[src/rtl/core/pidt_pkg.sv]
package pidt_pkg;

	typedef enum logic [1:0] {
		KIND_INSERT  = 2'd0,
		KIND_DELETE  = 2'd1,
		KIND_UPDATE  = 2'd2,
		KIND_DISPLAY = 2'd3
	} kind_t;

	typedef enum logic [1:0] {
		ST_OK     = 2'd0,
		ST_BADPOS = 2'd1,
		ST_FULL   = 2'd2,
		ST_EMPTY  = 2'd3
	} status_t;

	typedef struct packed {
		kind_t              kind;
		logic [4:0]         position;
		logic signed [31:0] data_in;
	} cmd_t;

	typedef struct packed {
		status_t            status;
		logic [3:0]         entry_index;
		logic signed [31:0] data_out;
		logic [4:0]         entry_count;
		logic               last;
	} rsp_t;

	typedef enum logic [2:0] {
		S_IDLE,
		S_UP_RD,
		S_UP_WR,
		S_PUT,
		S_DN_RD,
		S_DN_WR,
		S_DISP_RD,
		S_DISP_OUT
	} state_t;

endpackage

[src/rtl/core/pidt_ram.sv]
module pidt_ram #(
	parameter int WIDTH = 32,
	parameter int DEPTH = 16
) (
	input  logic                     clk,
	input  logic                     we,
	input  logic [$clog2(DEPTH)-1:0] waddr,
	input  logic [WIDTH-1:0]         wdata,
	input  logic [$clog2(DEPTH)-1:0] raddr,
	output logic [WIDTH-1:0]         rdata
);

	logic [WIDTH-1:0] mem [DEPTH];

	always_ff @(posedge clk) begin
		if (we) begin
			mem[waddr] <= wdata;
		end
		rdata <= mem[raddr];
	end

endmodule

[src/rtl/core/positional_insert_delete_table.sv]
// A rejected edit, an empty display or a delete of the last entry strobes its result
// in the cycle after acceptance; insert first moves any entries above its position up,
// from the top, then writes the new value; delete moves entries down; update writes once.
// Every entry move is a read then a write through the single RAM port pair.
// busy drops in the same cycle as the last result is loaded; one item in flight.
// Reset (arst_n low): list count cleared, no result pending; list storage is not cleared.
module positional_insert_delete_table #(
	parameter int DEPTH = 16
) (
	input  logic           clk,
	input  logic           arst_n,
	input  logic           start,
	output logic           busy,
	input  pidt_pkg::cmd_t cmd,
	output logic           rsp_valid,
	output pidt_pkg::rsp_t rsp
);

	import pidt_pkg::*;

	localparam int AW = $clog2(DEPTH);
	localparam int CW = $clog2(DEPTH + 1);
	// common width for comparing a position against the count
	localparam int W  = (CW > 5) ? CW : 5;

	state_t state_q, state_d;

	logic [CW-1:0] count_q, count_d;
	logic [AW-1:0] idx_q, idx_d;
	logic [AW-1:0] pos_q, pos_d;
	logic [31:0]   val_q, val_d;
	logic          ins_q, ins_d;

	rsp_t rsp_q, rsp_d;
	logic rsp_valid_q, emit;

	// RAM side
	logic          ram_we;
	logic [AW-1:0] ram_waddr, ram_raddr;
	logic [31:0]   ram_wdata, ram_rdata;

	// shared index step unit: decrements while shifting up, increments otherwise
	logic [AW-1:0] idx_step;
	logic [AW-1:0] cnt_m1;
	logic [W-1:0]  pos_w, cnt_w;

	assign idx_step = (state_q == S_UP_RD || state_q == S_UP_WR)
		? idx_q - AW'(1) : idx_q + AW'(1);
	assign cnt_m1   = AW'(count_q - CW'(1));
	assign pos_w    = W'(cmd.position);
	assign cnt_w    = W'(count_q);

	pidt_ram #(
		.WIDTH(32),
		.DEPTH(DEPTH)
	) u_ram (
		.clk   (clk),
		.we    (ram_we),
		.waddr (ram_waddr),
		.wdata (ram_wdata),
		.raddr (ram_raddr),
		.rdata (ram_rdata)
	);

	always_ff @(posedge clk or negedge arst_n) begin
		if (!arst_n) begin
			state_q     <= S_IDLE;
			count_q     <= '0;
			idx_q       <= '0;
			rsp_valid_q <= 1'b0;
		end else begin
			state_q     <= state_d;
			count_q     <= count_d;
			idx_q       <= idx_d;
			rsp_valid_q <= emit;
		end
	end

	always_ff @(posedge clk) begin
		pos_q <= pos_d;
		val_q <= val_d;
		ins_q <= ins_d;
		if (emit) begin
			rsp_q <= rsp_d;
		end
	end

	always_comb begin
		state_d   = state_q;
		count_d   = count_q;
		idx_d     = idx_q;
		pos_d     = pos_q;
		val_d     = val_q;
		ins_d     = ins_q;
		ram_we    = 1'b0;
		ram_waddr = idx_q;
		ram_wdata = ram_rdata;
		ram_raddr = idx_step;
		emit      = 1'b0;
		rsp_d     = '{status: ST_OK, entry_index: '0, data_out: '0,
			entry_count: '0, last: 1'b1};

		unique case (state_q)
			S_IDLE: begin
				if (start) begin
					pos_d = AW'(cmd.position);
					val_d = cmd.data_in;
					ins_d = (cmd.kind == KIND_INSERT);
					unique case (cmd.kind)
						KIND_INSERT: begin
							if (pos_w > cnt_w) begin
								emit         = 1'b1;
								rsp_d.status = ST_BADPOS;
							end else if (count_q == CW'(DEPTH)) begin
								emit         = 1'b1;
								rsp_d.status = ST_FULL;
							end else if (pos_w == cnt_w) begin
								state_d = S_PUT;
							end else begin
								// move entries up starting from the top
								idx_d   = AW'(count_q);
								state_d = S_UP_RD;
							end
						end
						KIND_DELETE: begin
							if (pos_w >= cnt_w) begin
								emit         = 1'b1;
								rsp_d.status = ST_BADPOS;
							end else if (AW'(cmd.position) == cnt_m1) begin
								// tail entry: nothing to move
								count_d = count_q - CW'(1);
								emit    = 1'b1;
							end else begin
								idx_d   = AW'(cmd.position);
								state_d = S_DN_RD;
							end
						end
						KIND_UPDATE: begin
							if (pos_w >= cnt_w) begin
								emit         = 1'b1;
								rsp_d.status = ST_BADPOS;
							end else begin
								state_d = S_PUT;
							end
						end
						KIND_DISPLAY: begin
							if (count_q == '0) begin
								emit         = 1'b1;
								rsp_d.status = ST_EMPTY;
							end else begin
								idx_d   = '0;
								state_d = S_DISP_RD;
							end
						end
					endcase
				end
			end
			S_UP_RD: begin
				// read entry idx-1
				state_d = S_UP_WR;
			end
			S_UP_WR: begin
				ram_we  = 1'b1;
				idx_d   = idx_step;
				state_d = (idx_step == pos_q) ? S_PUT : S_UP_RD;
			end
			S_PUT: begin
				ram_we    = 1'b1;
				ram_waddr = pos_q;
				ram_wdata = val_q;
				if (ins_q) begin
					count_d = count_q + CW'(1);
				end
				emit    = 1'b1;
				state_d = S_IDLE;
			end
			S_DN_RD: begin
				// read entry idx+1
				state_d = S_DN_WR;
			end
			S_DN_WR: begin
				ram_we = 1'b1;
				idx_d  = idx_step;
				if (idx_step == cnt_m1) begin
					count_d = count_q - CW'(1);
					emit    = 1'b1;
					state_d = S_IDLE;
				end else begin
					state_d = S_DN_RD;
				end
			end
			S_DISP_RD: begin
				ram_raddr = idx_q;
				state_d   = S_DISP_OUT;
			end
			S_DISP_OUT: begin
				emit              = 1'b1;
				rsp_d.entry_index = 4'(idx_q);
				rsp_d.data_out    = ram_rdata;
				rsp_d.last        = (idx_q == cnt_m1);
				idx_d             = idx_step;
				state_d           = (idx_q == cnt_m1) ? S_IDLE : S_DISP_RD;
			end
		endcase

		rsp_d.entry_count = 5'(count_d);
	end

	assign busy      = (state_q != S_IDLE);
	assign rsp_valid = rsp_valid_q;
	assign rsp       = rsp_q;

endmodule
[config.mk]
export PLATFORM = sky130hd
export DESIGN_NAME = positional_insert_delete_table
export DESIGN_NICKNAME = d
export VERILOG_FILES = /design/src/rtl/core/pidt_pkg.sv /design/src/rtl/core/pidt_ram.sv /design/src/rtl/core/positional_insert_delete_table.sv
export SDC_FILE = /design/constraint.sdc
export NUM_CORES = 1
export LEC_CHECK = 0
export BUFFER_PORTS_ARGS = -buffer_cell sky130_fd_sc_hd__clkbuf_2
export CORE_MARGIN = 2
export CORE_UTILIZATION = 30
export DETAILED_ROUTE_END_ITERATION = 8
export GPL_TIMING_DRIVEN = 0
export PLACE_DENSITY = 0.41
export SYNTH_ARGS = -nofsm -noshare
export SYNTH_HDL_FRONTEND = slang
export SYNTH_SLANG_ARGS = --single-unit
[constraint.sdc]
create_clock -name clk -period 6.45 [get_ports clk]
set_input_delay 0.3225 -clock clk [delete_from_list [all_inputs] [get_ports clk]]
set_output_delay 0.3225 -clock clk [all_outputs]
set_load 0.05 [all_outputs]
# Yosys cells after proc, flatten, opt, wreduce, memory -nomap -nowiden
# Memory sizes are Yosys's and may differ from the RTL's. A register that Yosys moved wholly into a read port is not among the register bits.
# Cells that the tools add are included.
# totals
register_bits	94
ramBits	512
output_inout_bits	46
mem_count	1
# memory_table
memory	depth	width	read_ports	rd_ports_with_merged_regs	wr	line	source
u_ram.mem	16	32	1	1	1	pidt_ram.sv:13	logic [WIDTH-1:0] mem [DEPTH];
# classes
add_sub_neg	4
order_cmp	2
n_eq_ne	25
n_mux	51
n_reduce_logical	13
# op_table
op	count
$mux W4	10
$mux W32	1
$mux W5	6
$mux W3	9
$pmux W3 S8	1
$ne A3 B3 Y1 const B	7
$eq A4 B4 Y1	4
$pmux W5 S3	1
$eq A3 B3 Y1 const B	4
$mux W1	12
$pmux W3 S4	1
$pmux W4 S3	1
$mux W2	5
$reduce_and A9 Y1	1
$pmux W4 S2	1
$reduce_and A7 Y1	1
$eq A3 B2 Y1 const B	2
$pmux W2 S3	1
$reduce_or A3 Y1	2
$add A5 B1 Y5 const B	1
$eq A5 B5 Y1	1
$eq A5 B5 Y1 const B	1
$ge A5 B5 Y1	1
$gt A5 B5 Y1	1
other kinds (18)	20

# Depth between registers and ports, before layout
# Gate-level depths: netlist (run 1).
# logic_depth
word_depth	7
ltp_mapped	12

# Cells and area by module
# From an unflattened synthesis (run 1), not the netlist that was laid out.
# hier_totals
cells_unflattened	1290
hier_area_um2	24707.4
# by_module_without_submodules
module	instances	cells_per_inst	area_each_um2	seq_area_each_um2
pidt_ram	1	838	19835.3	16015.4
positional_insert_delete_table	1	452	4872.2	2757.6

# Least setup slack after synthesis (run 1)
# Ideal clock, no wire load.
# synth_timing
kind	flip-flop to flip-flop
from	register state_q[1]
to	register rsp_q, in the netlist rsp[0] (enable)
setup_ps	463
arrival_ps	4405
path_slack_ps	1582
path_stages_with_launch	12
n_path_buf	1
synth_period_minus_slack_ps	4868
cell_sequence	dfrtp_1 > buf_4 > xnor2_1 > nor2_1 > inv_1 > fa_1 > xnor2_1 > xnor2_1 > nand3_1 > mux2i_1 > a21oi_1 > o22ai_1
# synth_via
elab_chain_cells	6
elab_cells_between_ends	12
# synth_rtl
element	line	source
start, declared	positional_insert_delete_table.sv:26	state_t state_q, state_d;
start signal, assigned	positional_insert_delete_table.sv:72	state_q <= state_d;
$eq A3 B1 Y1 or $eq A3 B2 Y1 (tied branches)	positional_insert_delete_table.sv:47	assign idx_step = (state_q == S_UP_RD || state_q == S_UP_WR)
$logic_or A1 B1 Y1	positional_insert_delete_table.sv:47	
$mux W4	positional_insert_delete_table.sv:48	? idx_q - AW'(1) : idx_q + AW'(1);
$eq A4 B4 Y1	positional_insert_delete_table.sv:184	if (idx_step == cnt_m1) begin
$mux W1	positional_insert_delete_table.sv:184	
$pmux W1 S3 *	positional_insert_delete_table.sv:103	unique case (state_q)
via emit	positional_insert_delete_table.sv:35	logic rsp_valid_q, emit;
end signal, assigned	positional_insert_delete_table.sv:84	rsp_q <= rsp_d;
end, declared	positional_insert_delete_table.sv:34	rsp_t rsp_q, rsp_d;
# The timed path passes the listed nets; every way through them passes the cells marked *.
# A chain may end at the register's enable or synchronous reset.

# Worst setup path after layout (run 1)
# layout_timing
from	register state_q[2]
to	memory u_ram.mem[7][15] (enable)
# layout_via
elab_chain_cells	5
elab_cells_between_ends	8
# layout_rtl
element	line	source
$eq A3 B2 Y1 or $eq A3 B3 Y1 (tied branches)	positional_insert_delete_table.sv:103	
$reduce_or A3 Y1 (no line)	-	
$mux W1	positional_insert_delete_table.sv:103	
$mux W1	pidt_ram.sv:16	if (we) begin
$mux W1 (not written as such)	pidt_ram.sv:17	mem[waddr] <= wdata;
end, declared	pidt_ram.sv:13	
# Several ways; a longest one is shown, not always the timed one.

==> results.md, run 1 <==
- Power per cell area: 601 nW/µm²
- DR vias: 12500
- Clock latency at the later pin of the worst-skew pair: 0.61 ns
- Worst VDD drop: 0.281 mV
- Pin count of the biggest net entering global routing: 24
- Critical path origin: state_q[2]
- Setup Buffers After CTS: 0
- Post-synth ARST share: 2.04%
- Die area: 86000 µm²
- Cell Count Post-Placement: 2471
- Slew at the pin with the worst max-slew slack: 1.16 ns
- Routed len/inst: 23.9 µm
- Area contributors post-synth: edfxtp_1, mux4_2, mux2i_1
- CTS tree: done
- Main synth FF type: edfxtp_1
- DRT Pass-1 Iters: 5
- Register bit total from synthesis: 638
- Number of global-route vias before repair: 13200
- Final Total Pwr: 18.1 mW
- RSZ-0062 raised after global routing: false
- Setup Slack @ Placement: 2.56 ns
- Initial antenna violation count: 1
- GRT Util Overall: 14.9%
- Setup crit end kind: flop
- Root Buffer: clkbuf_16
- TNS Setup: 0 ns
- Skew final: 0.0263 ns
- Worst Slack Setup Final: 2.63 ns
- CTS max path bufs: 3
- Top-count cell post-synth: edfxtp_1
- CP Data Required Time: 6.75 ns
- Worst EP arrival: 4.12 ns
- GPL Wtd Cong: 0.776
- Via density per instance: 4.72
- Fin area: 30100 µm²
- Hold Crit Class: in -> reg
- Crit path launch type: flop
- DPL Wire Length: 39.9 mm
- Synth Area per Inst: 19.5 µm²
- Yosys top cell area share: 71.0%
- Tcrit/Tclk final: 59.2%
- CP max FO: 18
- Share of cells above drive strength 1: 26.1%
- Resize count post-CTS: 0
- Hold Slack: 0.0643 ns
- First-pass GRT wire length: 91.6 mm
- Clk sink count: 638
- Routed Antenna Nets: 0
- Final cell count without fillers: 2641
- Leakage: 10.1 nW
- Synth Instances: 1284
- CTS Buf Count: 72
- Yosys top cell by area: edfxtp_1
- Core outline area: 83300 µm²
- Die Ht: 293 µm
- Hold buffer count at CTS: 37
- Seq/Total Area, Yosys: 74.8%
- R2r startpoint: state_q[2]
- Final setup vio count: 0
- Yosys cell types: 61
- DRC viols: 0
- NumNets Final: 1559
- FMAX: 0.262 GHz
- PortBufs: 87
- Initial Util: 30.1%
- Detailed Route Iter0 Violations: 998
- Tmin final: 3.82 ns
- IO Count: 88
- Total Wirelength: 63.0 mm
- Post-Syn Nets: 1341
- EDFF count, synth: 593
- P&R area growth vs syn: 19.8%
- Hold depth: 3
- Yosys Warn Count: 0
- Worst-path clk slew: 0.06 ns
- R2r setup slk: 2.63 ns
- Slew Viols, Final: 0
- Post-synth top cells: edfxtp_1, mux4_2, nand2_1, mux2i_1, and2_1
- H-tree Lvls: 3
- Reg2reg path depth: 9
- Grt total ovfl: 0
- Fin. Hold Viols: 0
- Max_cap viols: 0
- Status: complete, no violations
- Worst min-delay path startpoint: start
- Dpl cell area: 27400 µm²
- Post-synthesis cell area: 25100 µm²
- Slew margin rel.: 22.0%
- Die X-Extent: 293 µm
- Row count: 106
- Final core area utilization: 36.1%
- Critical path class: reg -> reg
-- worst max-delay path: stages, from the launching register on --
cell	delay, ns
dfrtp_1	0.43
inv_1	0.21
and3_1	0.18
clkbuf_1	0.33
clkbuf_1	0.79
nand2_1	0.13
nand2_1	0.14
nand2_1	0.24
nor2_4	0.75
buf_12	0.28
-- cells by family after synthesis --
kind of cell	share of synthesized area, %
flip-flops	74.8
multiplexers	15.5
AND/OR/NAND/NOR	4.23
buffers and inverters	1.76
AO/OA/AOI/OAI	2.00
XOR/XNOR	0.893
adder cells (fa/ha/maj)	0.778
-- state kept, by name, indices dropped and copies added (netlist names) --
name	count
rsp	44
rsp_valid	1
u_ram.rdata	32
ins_q	1
u_ram.mem	512
state_q	3
val_q	32
pos_q	4
idx_q	4
cnt_w	5
-- report_power, final --
group	total, mW	internal (mW)	switching, mW	leakage, nW
Clock	3.95	2.32	1.63	1.12
Combinational	8.07	3.19	4.87	3.20
Sequential	6.05	5.85	0.193	5.79
-- final cells by class --
cell class                      instances  area [µm²]
Timing Repair Buffer                  144        1210
Inverter                               18        67.6
Tap cell                             1080        1350
Fill cell                            7794       53200
Buffer                                 63         373
Sequential cell                       638       18800
Multi-Input combinational cell        565        6010
Antenna cell                            2        5.00
Clock inverter                         32         214
Clock buffer                           99        2070
-- final timing paths --
path	end
max	u_ram.mem[7][15]
min	state_q[2]
min reg2reg	rsp[11]
max in group asynchronous	cnt_w[4]
min in group asynchronous	idx_q[0]
max reg2reg	u_ram.mem[7][15]
-- layer usage --
metal | share of wire [%] | GRT usage [%]
met3 | 3.4 | 2.07
met2 | 49 | 25.0
met4 | 2.3 | 4.72
met5 | 0 | 0
met1 | 45 | 20.0
-- layout by cell type, fill, tap and decap left out, drive strengths merged, types with 13 or more instances in the layout --
master,n
a21oi,21
and2,36
buf,62
clkbuf,205
clkinv,28
dfrtp,13
dfxtp,32
dlygate4sd3,37
edfxtp,593
ha,14
inv,19
mux2i,99
mux4,128
nand2,113
nand3,18
nor2,24
o21ai,19
xnor2,13
(Power assumes the default switching activity.)
==> run 2, diff against run 1 <==
--- a/config.mk
+++ b/config.mk
@@ -10,7 +10,7 @@
 export CORE_UTILIZATION = 30
 export DETAILED_ROUTE_END_ITERATION = 8
 export GPL_TIMING_DRIVEN = 0
-export PLACE_DENSITY = 0.41
+export PLACE_DENSITY = 0.42
 export SYNTH_ARGS = -nofsm -noshare
 export SYNTH_HDL_FRONTEND = slang
 export SYNTH_SLANG_ARGS = --single-unit
==> constraint.sdc (replaced) <==
create_clock -name clk -period 3.32 [get_ports clk]
set_input_delay 0.166 -clock clk [delete_from_list [all_inputs] [get_ports clk]]
set_output_delay 0.166 -clock clk [all_outputs]
set_load 0.05 [all_outputs]
==> run 2 against run 1 <==
Cell area is 1.9% higher. Sequential cell count stayed put. Largest power group unchanged. Clock skew fell by 0.0049 ns. Sequential power is 95% higher. Final cell count grew 1.4%. Routed wire length increased by 0.90%. Non-clock buffer count rose by 34. Setup slack got worse by 2.4 ns. Global-route usage up 0.13 points. Maximum frequency rose by 22%.
==> results.md, run 2 (same netlist as run 1, synthesis figures left out) <==
- PortBufs: 87 (unchanged)
- Setup crit end kind: flop
- Slew margin rel.: 17.2% (-4.8 points)
- Top delay family on crit path: buffers and inverters
- Dpl cell area: 27600 µm² (+0.66%)
- NumNets Final: 1596 (+2.4%)
- CP Data Required Time: 3.78 ns (-2.97 ns)
- Clk sink count: 638 (unchanged)
- Worst-path cell chain: buf_6, xnor2_4, nor2_2, inv_1, fa_2, xnor2_4, a21oi_2, buf_4, buf_4, mux4_2, mux2i_1, mux2i_1
- Worst Slack Setup Final: 0.191 ns (-2.44 ns)
- Leakage: 10.4 nW (+2.6%)
- Pin count of the biggest net entering global routing: 26 (+8.3%)
- Number of global-route vias before repair: 13400 (+1.3%)
- DRT Pass-1 Iters: 5 (unchanged)
- CP bufs+invs: 4 (unchanged)
- Detailed Route Iter0 Violations: 746 (-25%)
- Multi-input logic area: 6120 µm² (+1.9%)
- CP peak stage delay: 0.38 ns (-0.41 ns)
- Met3 Track Usage GR: 2.10% (+0.023 points)
- IO Count: 88 (unchanged)
- Die area: 86000 µm² (unchanged)
- Critical path origin: state_q[1]
- Routed Antenna Nets: 0 (unchanged)
- Slew Viols, Final: 0 (unchanged)
- Slew at the pin with the worst max-slew slack: 1.23 ns (+0.0710 ns)
- Core outline area: 83300 µm² (unchanged)
- Power per cell area: 1160 nW/µm² (+94%)
- Clock latency at the later pin of the worst-skew pair: 0.61 ns (about the same)
- Critical path class: reg -> reg
- Largest Register: u_ram.mem
- FILL cells: 7811 (+0.22%)
- CTS Buf Count: 75 (+4.2%)
- CP max stage cell: fa_2
- Grt total ovfl: 0 (unchanged)
- Final setup vio count: 0 (unchanged)
- Reg area: 18800 µm² (about the same)
- Root Buffer: clkbuf_16
- Setup Slack @ Placement: -0.458 ns (-3.02 ns)
- Initial antenna violation count: 1 (unchanged)
- CTS tree: done
- Row count: 106 (unchanged)
- DRC viols: 0 (unchanged)
- Fin area: 30700 µm² (+1.9%)
- Largest register FFs: 512 (unchanged)
- FMAX: 0.320 GHz (+22%)
- Total Wirelength: 63.6 mm (+0.90%)
- Tmin final: 3.13 ns (-0.691 ns)
- Crit path launch type: flop
- P&R area growth vs syn: 22.2%
- Worst VDD drop: 0.540 mV (+92%)
- TNS Setup: 0 ns (unchanged)
- Share of cells above drive strength 1: 28.9% (+2.8 points)
- Via density per instance: 4.71 (-0.24%)
- Hold Crit Class: in -> async
- Final cell count without fillers: 2679 (+1.4%)
- Fin. Hold Viols: 0 (unchanged)
- Routed len/inst: 23.7 µm (-0.53%)
- Initial Util: 30.1% (unchanged)
- DPL Wire Length: 41.0 mm (+2.7%)
- GRT Util Overall: 15.0% (+0.13 points)
- H-tree Lvls: 3 (unchanged)
- CP max FO: 10 (-8)
- Commonest non-fill, non-tap cell in the layout: edfxtp_1
- Worst-path clk slew: 0.06 ns (about the same)
- Die Ht: 293 µm (unchanged)
- Met1 usage: 20.1% (+0.14 points)
- Gr busiest metal: met2
- CTS max path bufs: 3 (unchanged)
- DR vias: 12600 (+1.2%)
- Cell Count Post-Placement: 2474 (+0.12%)
- Worst EP arrival: 3.59 ns (-0.53 ns)
- Commonest non-fill, non-tap cells in the layout: edfxtp_1, mux4_2, nand2_1, mux2i_1, clkbuf_2
- GPL Wtd Cong: 0.779 (+0.40%)
- Skew final: 0.0214 ns (-0.00491 ns)
- Tcrit/Tclk final: 94.2% (+35 points)
- Max_cap viols: 0 (unchanged)
- First-pass GRT wire length: 93.1 mm (+1.7%)
- Die X-Extent: 293 µm (unchanged)
- R2r startpoint: state_q[1]
- M2 GR Usage: 25.5% (+0.51 points)
- Status: complete, no violations
[run 2: changes by cell type in the layout (fill, tap and decap cells not counted), sizes merged]
cell and change:
buf +34, bufinv -2, clkbuf +10, clkinv -9, diode -1, dlygate4sd1 -2, dlygate4sd3 +1, inv +7
[run 2: per-layer routing]
layer | wire length (µm) | vias to the layer above
met4 | 1180 | 0
met2 | 31800 | 240
met1 | 28600 | 6637
li1 | - | 5657
met5 | 0 | -
met3 | 2100 | 80
[run 2: worst reg2reg max path, delay by kind of cell (launching register included)]
kind,cells,cell delay (ns)
xor gates and xnor gates,2,0.31
AOI/OAI and AO/OA,1,0.21
adders and majority gates,1,0.38
DFF,1,0.37
and+or+nand+nor,1,0.20
muxes,3,0.70
buffers and inverters,4,0.80
[run 2: final timing paths]
path                                    to  slack, ns  cells past startpoint
min in group clk                state_q[0]       0.17                      4
hold reg to reg                    rsp[11]       0.53                      1
max in group asynchronous       state_q[0]       2.94                      2
setup reg to reg           u_ram.rdata[11]       0.19                     12
setup / recovery           u_ram.rdata[11]       0.19                     12
hold / removal                  state_q[2]       0.05                      2
[run 2: final cells by class]
type | count | share of cell area, %
clock buffers | 108 | 6.66
plain buffers | 63 | 1.36
inverters | 18 | 0.220
multi-input cells | 565 | 20.0
repair buffers | 178 | 5.54
well taps | 1080 | 4.41
diodes | 1 | 0.00816
flip-flops and latches | 638 | 61.2
clock inverters | 28 | 0.580
[run 2: power breakdown]
part           total, mW  switching, mW  internal, mW
combinational       16.4           9.69          6.71
clock               7.49           3.20          4.30
sequential          11.8          0.387          11.4
[run 2: what timing repair did]
action	in CTS	in global routing
hold buffers	38	0
pin swaps	10	7
setup endpoints to repair	980	293
hold endpoints to repair	51	0
resized for setup	26	19
buffers inserted	18	12
[run 2: per-stage QoR]
stage	util, %	total power, mW	hold WS [ns]
2_1_floorplan	-	22.9	-0.130
3_3_place_gp	32.4	27.8	0.128
3_5_place_dp	33.1	28.2	0.138
4_1_cts	36.6	36.3	0.0313
5_1_grt	36.8	37.7	0.0771
6_report	36.8	35.6	0.0455
==> run 3, diff against run 2 <==
--- a/config.mk
+++ b/config.mk
@@ -7,10 +7,10 @@
 export LEC_CHECK = 0
 export BUFFER_PORTS_ARGS = -buffer_cell sky130_fd_sc_hd__clkbuf_2
 export CORE_MARGIN = 2
-export CORE_UTILIZATION = 30
+export CORE_UTILIZATION = 47
 export DETAILED_ROUTE_END_ITERATION = 8
 export GPL_TIMING_DRIVEN = 0
-export PLACE_DENSITY = 0.42
+export PLACE_DENSITY = 0.62
 export SYNTH_ARGS = -nofsm -noshare
 export SYNTH_HDL_FRONTEND = slang
 export SYNTH_SLANG_ARGS = --single-unit
==> run 3 against run 2 <==
Global-route usage rose by 4.9 points. First-iteration DRC count rose by 42%. Worst hold slack got worse by 0.016 ns. Count of clock-buffer cells in the layout fell by 13. Clock skew fell by 0.0020 ns. Sequential cell count did not move. Routed wire length fell by 14%. Final cell count fell by 16%. Critical endpoint is now u_ram.mem[14][12].
==> results.md, run 3 (same netlist as run 1, synthesis figures left out) <==
- Status: complete, no violations
- Hold Crit Class: in -> async
- Die area: 55300 µm² (-36%)
- DRT Pass-1 Iters: 5 (unchanged)
- FMAX: 0.316 GHz (-1.2%)
- CP bufs+invs: 3 (-1)
- Initial antenna violation count: 1 (unchanged)
- Worst-path cell chain: buf_6, clkbuf_1, nor3_1, o21ai_0, o21ai_0, nand2_1, nor2_4, buf_12
- Worst EP arrival: 3.46 ns (-0.13 ns)
- Tcrit/Tclk final: 95.4% (+1.1 points)
- Via density per instance: 5.60 (+19%)
- Share of cells above drive strength 1: 27.6% (-1.3 points)
- Clk sink count: 638 (unchanged)
- Commonest non-fill, non-tap cells in the layout: edfxtp_1, mux4_2, nand2_1, mux2i_1, clkbuf_2
- Number of global-route vias before repair: 12900 (-3.4%)
- Critical path class: reg -> reg
- PortBufs: 87 (unchanged)
- Top delay family on crit path: simple AND/OR/NAND/NOR gates
- Gr busiest metal: met2
- H-tree Lvls: 3 (unchanged)
- GPL Wtd Cong: 0.883 (+13%)
- Hold Slack: 0.0295 ns (-0.0159 ns)
- Cell Count Post-Placement: 2078 (-16%)
- Grt total ovfl: 0 (unchanged)
- Slew at the pin with the worst max-slew slack: 1.27 ns (+0.0433 ns)
- CP max FO: 17 (+7)
- CTS Buf Count: 68 (-9.3%)
- Antenna Cells: 0 (-1)
- Slew Viols, Final: 0 (unchanged)
- Final setup vio count: 0 (unchanged)
- Die Ht: 235 µm (-20%)
- DR vias: 12600 (+0.17%)
- Root Buffer: clkbuf_16
- Clock latency at the later pin of the worst-skew pair: 0.60 ns (about the same)
- Tmin final: 3.17 ns (+0.0373 ns)
- Final cell count without fillers: 2255 (-16%)
- CTS tree: done
- IO Count: 88 (unchanged)
- CP dominant cell by count: o21ai_0
- GRT Util Overall: 19.9% (+4.9 points)
- Commonest non-fill, non-tap cell in the layout: edfxtp_1
- TNS Setup: 0 ns (unchanged)
- P&R area growth vs syn: 19.2%
- Max_cap viols: 0 (unchanged)
- First-pass GRT wire length: 81.2 mm (-13%)
- CP Data Required Time: 3.62 ns (-0.16 ns)
- Largest Register: u_ram.mem
- Row count: 84 (-21%)
- Total Wirelength: 54.8 mm (-14%)
- Routed len/inst: 24.3 µm (+2.4%)
- Largest register FFs: 512 (unchanged)
- CTS max path bufs: 3 (unchanged)
- Met1 usage: 27.3% (+7.2 points)
- CP peak stage delay: 0.62 ns (+0.24 ns)
- Routed Antenna Nets: 0 (unchanged)
- Core outline area: 52700 µm² (-37%)
- Skew final: 0.0194 ns (-0.00197 ns)
- Pin count of the biggest net entering global routing: 23 (-12%)
- DRC viols: 0 (unchanged)
- Fin. Hold Viols: 0 (unchanged)
- M2 GR Usage: 32.8% (+7.4 points)
- Worst-path clk slew: 0.06 ns (about the same)
- Crit path launch type: flop
- Detailed Route Iter0 Violations: 1063 (+42%)
- CP max stage cell: nor2_4
- DPL Wire Length: 34.5 mm (-16%)
- Die X-Extent: 235 µm (-20%)
- RSZ-0062 raised after global routing: true
- Slew margin rel.: 14.3% (-2.9 points)
- Setup crit end kind: flop
- Initial Util: 47.7% (+18 points)
- NumNets Final: 1572 (-1.5%)
- FILL cells: 3913 (-50%)
- Met3 Track Usage GR: 3.11% (+1.0 points)
run 3: cell types whose count changed in the layout (fill, tap and decap cells not counted), moves of 2 or more:
cell and change:
clkbuf_16 -3, clkinv_8 +2, buf_12 -4, clkinv_1 +2
bufinv_16 +3, clkinv_2 -4, inv_6 -4, clkbuf_1 -7
clkbuf_4 +6, buf_4 -22
run 3: worst reg2reg max path, stage by stage, from the launching register on:
cell      delay, ns
dfrtp_1        0.37
buf_6          0.15
clkbuf_1       0.20
nor3_1         0.59
o21ai_0        0.18
o21ai_0        0.16
nand2_1        0.31
nor2_4         0.62
buf_12         0.26
run 3: per-layer routing:
metal,vias to the layer above,part of all wire [%],routed length [µm]
li1,5592,-,-
met1,6606,43,23500
met2,356,50,27400
met3,82,5.1,2780
met4,0,2.0,1110
met5,-,0,0
run 3: area by class of cell:
class	count	area, µm²	area share (%)
Clock buffer	95	1910	6.38
Timing Repair Buffer	161	1540	5.15
Tap cell	688	861	2.88
Sequential cell	638	18800	62.8
Buffer	63	402	1.34
Inverter	18	67.6	0.226
Clock inverter	27	241	0.808
Multi-Input combinational cell	565	6110	20.4
run 3: path summary, 6_finish.rpt:
check / from / end / slack [ns] / cells after the start
setup / recovery: state_q[1] / u_ram.mem[14][12] / 0.15 / 8
hold / removal: arst_n / cnt_w[4] / 0.03 / 2
setup reg to reg: state_q[1] / u_ram.mem[14][12] / 0.15 / 8
hold reg to reg: u_ram.rdata[12] / rsp[18] / 0.53 / 1
max in group asynchronous: arst_n / state_q[0] / 2.99 / 2
min in group clk: cmd[38] / rsp[42] / 0.22 / 5
run 3: repair_timing:
action                                  in CTS  in global routing
resized for setup                            6                 28
buffers inserted                             7                  9
endpoints found under the setup margin     622                462
gates cloned                                 0                  1
endpoints found under the hold margin       51                  0
hold buffers                                38                  0
pin swaps                                    5                  8
run 3: stage by stage:
stage	area, µm²	util (%)	setup slack (ns)
global route	29900	56.8	-0.00293
floorplan	25200	-	0.000269
detailed placement	27000	51.3	-0.308
global placement	26500	50.3	-2.47
CTS	29700	56.3	0.00173
finish	29900	56.8	0.154
Power of run 3 is not shown: default switching activity piles up to over one toggle a cycle in this logic, so the estimate is an artifact.
